==> src/design/dsi_pkg.sv <==
// Package for the deduplication similarity index.
// Holds payload structs, config layout, command/status types and hash constants.
// No dependencies.
package dsi_pkg;

    typedef struct packed {
        logic [63:0] key_word0;
        logic [63:0] key_word1;
        logic [63:0] key_word2;
        logic [63:0] key_word3;
        logic [1:0]  table_index;
        logic [63:0] byte_offset;
        logic [31:0] byte_count;
        logic        mode;
    } item_t;

    typedef struct packed {
        logic        found;
        logic [63:0] match_offset;
        logic [31:0] match_size;
        logic        inserted;
        logic        recycled;
    } result_t;

    typedef struct packed {
        logic [2:0]  key_words;
        logic        simple_mode;
        logic [10:0] slots_in_use;
        logic [15:0] entry_limit;
    } cfg_t;

    // register indexes on the config port
    localparam logic [1:0] REG_KEY_WORDS   = 2'd0;
    localparam logic [1:0] REG_SIMPLE_MODE = 2'd1;
    localparam logic [1:0] REG_SLOTS       = 2'd2;
    localparam logic [1:0] REG_ENTRY_LIMIT = 2'd3;

    localparam logic [2:0]  RST_KEY_WORDS   = 3'd4;
    localparam logic        RST_SIMPLE_MODE = 1'b1;
    localparam logic [10:0] RST_SLOTS       = 11'd1024;
    localparam logic [15:0] RST_ENTRY_LIMIT = 16'd32768;

    localparam logic [31:0] PR1 = 32'd2654435761;
    localparam logic [31:0] PR2 = 32'd2246822519;
    localparam logic [31:0] PR3 = 32'd3266489917;
    localparam logic [31:0] PR4 = 32'd668265263;
    localparam logic [31:0] PR5 = 32'd374761393;
    // floor(x/3) = (x * DIV3_RECIP) >> 33 for any 32-bit x
    localparam logic [31:0] DIV3_RECIP = 32'hAAAAAAAB;

    typedef enum logic [4:0] {
        OP_NOP,
        OP_CLEAR,
        OP_LOAD,
        OP_LANE_A,
        OP_LANE_B,
        OP_CONV,
        OP_TAIL_A,
        OP_TAIL_B,
        OP_FIN_A,
        OP_FIN_B,
        OP_FIN_C,
        OP_DIVQ,
        OP_MOD_STEP,
        OP_BKT_RD,
        OP_WAY_CLR,
        OP_ENT_RD,
        OP_ENT_CMP,
        OP_INSERT
    } dp_op_t;

    typedef struct packed {
        dp_op_t     op;
        logic [4:0] step;   // word index in hash phases
    } cmd_t;

    typedef struct packed {
        logic       clear_last;
        logic [2:0] kw_eff;
        logic       mode;
        logic       hit;
        logic       bkt_empty;
        logic       way_last;
    } sts_t;

    typedef enum logic [4:0] {
        ST_CLEAR,
        ST_IDLE,
        ST_LANE_A,
        ST_LANE_B,
        ST_CONV,
        ST_TAIL_A,
        ST_TAIL_B,
        ST_FIN_A,
        ST_FIN_B,
        ST_FIN_C,
        ST_DIVQ,
        ST_MOD,
        ST_BKT_RD,
        ST_BKT_CHK,
        ST_ENT_RD,
        ST_ENT_CMP,
        ST_INSERT,
        ST_DONE
    } state_t;

    function automatic logic [31:0] rotl32(input logic [31:0] x, input int r);
        return (x << r) | (x >> (32 - r));
    endfunction

endpackage

==> src/design/dsi_ctrl.sv <==
// Controller for the deduplication similarity index.
// Sequences hash, remainder, bucket walk and insert; depends on dsi_pkg.
module dsi_ctrl
    import dsi_pkg::*;
(
    input  logic clk,
    input  logic rst_n,
    input  logic start,
    input  sts_t sts,
    output cmd_t cmd,
    output logic busy,
    output logic done
);

    state_t     state_reg, state_next;
    logic [4:0] step_reg, step_next;
    logic [4:0] lane_last, tail_last;

    assign lane_last = (sts.kw_eff == 3'd4) ? 5'd7 : 5'd3;
    assign tail_last = (sts.kw_eff == 3'd1) ? 5'd1 : 5'd5;

    always_ff @(posedge clk or negedge rst_n)
    begin
        if (!rst_n)
        begin
            state_reg <= ST_CLEAR;
            step_reg  <= '0;
        end
        else
        begin
            state_reg <= state_next;
            step_reg  <= step_next;
        end
    end

    always_comb
    begin
        state_next = state_reg;
        step_next  = step_reg;
        unique case (state_reg)
            ST_CLEAR:
            begin
                if (sts.clear_last)
                    state_next = ST_IDLE;
            end
            ST_IDLE:
            begin
                step_next = '0;
                if (start)
                    state_next = (sts.kw_eff >= 3'd2) ? ST_LANE_A : ST_TAIL_A;
            end
            ST_LANE_A: state_next = ST_LANE_B;
            ST_LANE_B:
            begin
                if (step_reg == lane_last)
                    state_next = ST_CONV;
                else
                begin
                    step_next  = step_reg + 5'd1;
                    state_next = ST_LANE_A;
                end
            end
            ST_CONV:
            begin
                if (sts.kw_eff == 3'd3)
                begin
                    step_next  = 5'd4;
                    state_next = ST_TAIL_A;
                end
                else
                    state_next = ST_FIN_A;
            end
            ST_TAIL_A: state_next = ST_TAIL_B;
            ST_TAIL_B:
            begin
                if (step_reg == tail_last)
                    state_next = ST_FIN_A;
                else
                begin
                    step_next  = step_reg + 5'd1;
                    state_next = ST_TAIL_A;
                end
            end
            ST_FIN_A: state_next = ST_FIN_B;
            ST_FIN_B: state_next = ST_FIN_C;
            ST_FIN_C: state_next = ST_DIVQ;
            ST_DIVQ:
            begin
                step_next  = '0;
                state_next = ST_MOD;
            end
            ST_MOD:
            begin
                step_next = step_reg + 5'd1;
                if (step_reg == 5'd31)
                    state_next = ST_BKT_RD;
            end
            ST_BKT_RD: state_next = ST_BKT_CHK;
            ST_BKT_CHK:
            begin
                if (!sts.bkt_empty)
                    state_next = ST_ENT_RD;
                else
                    state_next = sts.mode ? ST_INSERT : ST_DONE;
            end
            ST_ENT_RD: state_next = ST_ENT_CMP;
            ST_ENT_CMP:
            begin
                if (sts.hit)
                    state_next = ST_DONE;
                else if (sts.way_last)
                    state_next = sts.mode ? ST_INSERT : ST_DONE;
                else
                    state_next = ST_ENT_RD;
            end
            ST_INSERT: state_next = ST_DONE;
            ST_DONE:   state_next = ST_IDLE;
            default:   state_next = ST_IDLE;
        endcase
    end

    always_comb
    begin
        cmd.op   = OP_NOP;
        cmd.step = step_reg;
        busy     = 1'b1;
        done     = 1'b0;
        unique case (state_reg)
            ST_CLEAR:   cmd.op = OP_CLEAR;
            ST_IDLE:
            begin
                busy   = 1'b0;
                cmd.op = start ? OP_LOAD : OP_NOP;
            end
            ST_LANE_A:  cmd.op = OP_LANE_A;
            ST_LANE_B:  cmd.op = OP_LANE_B;
            ST_CONV:    cmd.op = OP_CONV;
            ST_TAIL_A:  cmd.op = OP_TAIL_A;
            ST_TAIL_B:  cmd.op = OP_TAIL_B;
            ST_FIN_A:   cmd.op = OP_FIN_A;
            ST_FIN_B:   cmd.op = OP_FIN_B;
            ST_FIN_C:   cmd.op = OP_FIN_C;
            ST_DIVQ:    cmd.op = OP_DIVQ;
            ST_MOD:     cmd.op = OP_MOD_STEP;
            ST_BKT_RD:  cmd.op = OP_BKT_RD;
            ST_BKT_CHK: cmd.op = OP_WAY_CLR;
            ST_ENT_RD:  cmd.op = OP_ENT_RD;
            ST_ENT_CMP: cmd.op = OP_ENT_CMP;
            ST_INSERT:  cmd.op = OP_INSERT;
            ST_DONE:    done   = 1'b1;
            default:    cmd.op = OP_NOP;
        endcase
    end

`ifndef NO_ASSERTIONS
    a_done_single: assert property (@(posedge clk) disable iff (!rst_n)
        done |=> !done) else $error("done strobe longer than one cycle");
    a_accept_busy: assert property (@(posedge clk) disable iff (!rst_n)
        (start && !busy) |=> busy) else $error("accepted transfer did not raise busy");
    a_hit_done: assert property (@(posedge clk) disable iff (!rst_n)
        (state_reg == ST_ENT_CMP && sts.hit) |=> state_reg == ST_DONE)
        else $error("hit did not end the bucket walk");
`endif

endmodule

==> config.mk <==
export PLATFORM = sky130hd
export DESIGN_NAME = dsi_ctrl
export DESIGN_NICKNAME = d
export VERILOG_FILES = /design/src/design/dsi_pkg.sv /design/src/design/dsi_ctrl.sv
export SDC_FILE = /design/constraint.sdc
export NUM_CORES = 1
export LEC_CHECK = 0
export BUFFER_PORTS_ARGS = -buffer_cell sky130_fd_sc_hd__buf_2
export CAP_MARGIN = 20
export CORE_MARGIN = 1.5
export CORE_UTILIZATION = 54
export CTS_CLUSTER_SIZE = 8
export DETAILED_ROUTE_END_ITERATION = 6
export GPL_TIMING_DRIVEN = 1
export PLACE_DENSITY = 0.79
export SLEW_MARGIN = 20
export SYNTH_ARGS = -nofsm -noshare
export SYNTH_HDL_FRONTEND = slang
export SYNTH_SLANG_ARGS = --single-unit
==> constraint.sdc <==
create_clock -name clk -period 2.4 [get_ports clk]
set_input_delay 0.48 -clock clk [delete_from_list [all_inputs] [get_ports clk]]
set_output_delay 0.48 -clock clk [all_outputs]
set_load 0.05 [all_outputs]
==> Word level (Yosys, flattened, before mapping) <==
Cells that the tools add are included.
{ "word_totals": {"register_bits": 10, "latch_bits": 0, "mem_bits_rw": 0, "mem_bits_ro": 0, "inputBits": 11, "memories": 0} }
{ "classes": {"n_addsub": 1, "multipliers": 0, "div_mod_pow": 0, "magnitude_cmp": 1, "n_eq_ne": 29, "shift": 0, "mux": 22, "bitwise_logic": 0, "reduce_logical": 5} }
{ "op_table": {"columns": ["op", "count"], "rows": [
  ["$pmux 5 s17", 2],
  ["$mux 5", 9],
  ["$eq 5x4->1 const B", 8],
  ["$pmux 5 s5", 1],
  ["$eq 5x3->1 const B", 4],
  ["$eq 5x5->1 const B", 3],
  ["$mux 3", 4],
  ["$ne 2x2->1 const B", 6],
  ["$eq 5x2->1 const B", 2],
  ["$eq 5x3->1", 2],
  ["$mux 2", 3],
  ["$add 5x1->5 const B", 1],
  ["$eq 5x1->1 const B", 1],
  ["$logic_not 5->1", 1],
  ["$reduce_bool 5->1", 1],
  ["$reduce_and 4->1", 1],
  ["$eq 3x1->1 const B", 1],
  ["$eq 3x2->1 const B", 1],
  ["$eq 3x3->1 const B", 1],
  ["$ge 3x2->1 const B", 1],
  ["$mux 1", 3],
  ["$reduce_and 3->1", 1],
  ["$reduce_or 2->1", 1]
]} }

==> Logic depth before layout (Yosys ltp) <==
{ "logic_depth": {"ltp_word": 5, "ltp_mapped": 6, "mapped_depth_nobuf": 6} }

==> Worst setup path before layout <==
No wires, ideal clock.
{ "synth_path": {"kind": "reg-to-output", "startpoint": "register state_reg[4]", "endpoint": "output cmd[9] in the netlist's numbering", "arrival_time_ns": 2.083, "required_ns": 1.920, "path_slack_ns": -0.163, "stages_incl_launch_ff": 4, "cell_sequence": "dfrtp_1 clkbuf_1 buf_1 o31ai_1"} }
{ "synth_rtl": {"columns": ["element", "line", "source"], "rows": [
  ["start, declared", "dsi_ctrl.sv:15", "state_t state_reg, state_next;"],
  ["start signal, assigned", "dsi_ctrl.sv:31", "state_reg <= state_next;"],
  ["end, declared", "dsi_ctrl.sv:10", "output cmd_t cmd,"]
]} }

==> metrics <==
number of max-cap violations=0; CTS root buf=clkbuf_4; row count=16; Leak=0.557 nW; post-DR vias/cell=between 6 and 7; Slew headroom=0.650; # IOs=23; drt drc=0; skew final=0.000509 ns; Synth Area in Simple Gates=0.350; Reg clk slew, reported paths=0.06 ns; Syn Inst Count=around 140; Post-Synth Adder-Cell Area=0.0330; synth unique cells=55; Placer Congestion=between 0.8 and 0.9; Die ar.=2390 µm²; Synth Net Count=151; largest family of logic cells by synthesized area=simple AND/OR/NAND/NOR gates; Seq cells post-synth=10; Die X-Extent=48.9 µm; R2R Setup Slk=0.37 ns; critical path launch point type=flop; effective utilization at floorplan=0.579; gr usage total=0.259; compound-gate portion of the synthesized area=0.221; Antenna Nets Post-Route=0; I/O Buffers=22; Num CTS Buffers=3; CP required=between 1.5 and 2 ns; HP Class=in -> async; Detailed Routing Iterations Pass 1=4; fin nets=172; global-route wire length before repair=5000 µm; total grt overflow=0; worst slew pin tran=0.524 ns; final setup TNS=0 ns; total chip power=0.00175 W; RSZ-0062 raised after global routing=no; critical path endpoint category=primary output; Skew-Pair Late Insertion Delay=0.25 ns; drt wl/cell=15.5 µm; top_reg_cell synth=dfrtp_1; DR vias=between 1000 and 1500; final worst path period share=0.928; max-slew violations=0; pwr dens=about 1400 nW/µm²; critical setup path kind=reg -> out; Post-CTS Hold Buffers=0; H-Tree Level Count=1; layout cells sized above 1=0.288; Clock Sink Count=10; Die Ht=48.9 µm; worst ir drop on vdd=0.915 mV; CP Max Fanout=11; Post-CTS Repair Setup Buffers=0; Layout area overhead=12.2%; Arrival @ worst endpoint=1.75 ns; HPWL after DPL=between 2000 and 2500 µm; vias in the first global route=1084; Yosys warning total=0; initial antenna violation count=0; core region area=1960 µm²; Seq/Total Area, Yosys=0.220; status=completed; Final Hold Fails=0; 1st-iter DRT viols=59; synthesized area=1140 µm²; XOR/XNOR share of the synthesized area=0.0231; clock tree buffer depth=2; DRT Wirelength=2840 µm; largest net degree at the start of global routing=22; Tmin final=between 2 and 2.5 ns; CTS tree=built; Avg Inst Size Synth=8.29 µm²; FMAX=449 MHz; Antenna diodes=0; FFs w/ async S/R, synth=1.00; final setup fails=0; mux cell area share after synthesis=0.0782; Post-synth EDFFs=0
[cells in the final DEF (no fill, tap or decap), types with 3 or more instances in the layout]
cell,Yosys,final
a21oi_1,7,7
a31oi_1,3,3
a32o_1,3,3
buf_2,4,22
buf_4,0,5
clkbuf_4,1,3
dfrtp_1,10,8
ha_1,3,3
mux2_4,3,3
mux2i_1,3,3
nand2_1,9,9
nand2b_1,5,5
nand3_1,6,6
nor2_1,12,12
nor2b_1,3,3
nor3_1,7,7
nor3b_1,4,4
o21ai_0,7,7
or3_1,3,3
[layout make-up]
| class | count | area (µm²) |
|---|---|---|
| Fill cell | 199 | 687 |
| Timing Repair Buffer | 27 | 148 |
| Sequential cell | 10 | 253 |
| Inverter | 3 | 11.3 |
| Multi-Input combinational cell | 113 | 807 |
| Clock buffer | 3 | 22.5 |
| Tap cell | 27 | 33.8 |
[Yosys cell counts (3+ instances only)]
master	count	area share
a21oi_1	7	0.031
mux2i_1	3	0.026
o21ai_0	7	0.031
a32o_1	3	0.026
nor2_1	12	0.040
dfrtp_1	10	0.22
buf_2	4	0.018
nor3b_1	4	0.026
mux2_4	3	0.040
buf_6	3	0.030
ha_1	3	0.033
nor2b_1	3	0.017
nand3_1	6	0.026
or3_1	3	0.017
a31oi_1	3	0.017
nand2_1	9	0.030
nor3_1	7	0.031
nand2b_1	5	0.028
[critical path, stage by stage, from the launching register on]
cell and delay, ns:
dfrtp_1 0.50, buf_4 0.22, nor2b_1 0.22, o21ai_0 0.13
a21oi_1 0.15, buf_2 0.27
[what timing repair did]
item / CTS / global route
cloned: 0 / 0
endpoints found under the setup margin: 1 / 2
resized for setup: 1 / 1
[worst paths after layout]
kind / start / to / depth (start not counted)
worst max-delay path: state_reg[1]$_DFFE_PN0P_ / cmd[6] / 5
worst min-delay path: rst_n / step_reg[1]$_DFFE_PN0P_ / 1
worst max register to register: step_reg[0]$_DFFE_PN0P_ / step_reg[0]$_DFFE_PN0P_ / 6
worst min register to register: step_reg[1]$_DFFE_PN0P_ / step_reg[1]$_DFFE_PN0P_ / 1
max in group asynchronous: rst_n / state_reg[2]$_DFFE_PN0P_ / 1
min in group clk: step_reg[1]$_DFFE_PN0P_ / step_reg[1]$_DFFE_PN0P_ / 1
[kinds of logic (layout without fill, tap and decap cells)]
kind of cell,Yosys count,in the layout
buffers and inverters,14,33
multiplexers,7,7
XOR/XNOR,3,3
flip-flops,10,10
AO/OA/AOI/OAI,37,37
adder cells (fa/ha/maj),3,3
AND/OR/NAND/NOR,63,63
[metal layers]
| layer | vias to the layer above | wire [µm] | GRT usage |
|---|---|---|---|
| li1 | 551 | - | - |
| met3 | 2 | 172 | 0.0153 |
| met1 | 534 | 1250 | 0.360 |
| met5 | - | 0 | 0 |
| met4 | 0 | 8 | 0.0286 |
| met2 | 47 | 1410 | 0.457 |
[report_power, final]
group / switching, W / internal (W)
Clock: 0.0000496 / 0.0000575
Sequential: 0.000177 / 0.000228
Combinational: 0.000765 / 0.000478
Total: 0.000991 / 0.000763
[per-stage QoR]
stage / setup slack, ns / cell area, µm² / cells / utilization / hold slack (ns)
detailed placement: 0.270 / 1250 / 180 / 0.637 / 0.347
floorplan: 0.138 / 1140 / 137 / - / 0.184
global route: 0.0444 / 1270 / 183 / 0.650 / 0.0768
global placement: 0.328 / 1250 / 180 / 0.637 / 0.342
CTS: 0.0913 / 1270 / 183 / 0.649 / 0.0701
finish: 0.174 / 1270 / 183 / 0.650 / 0.0740
Power figures use the tool's default switching activity.
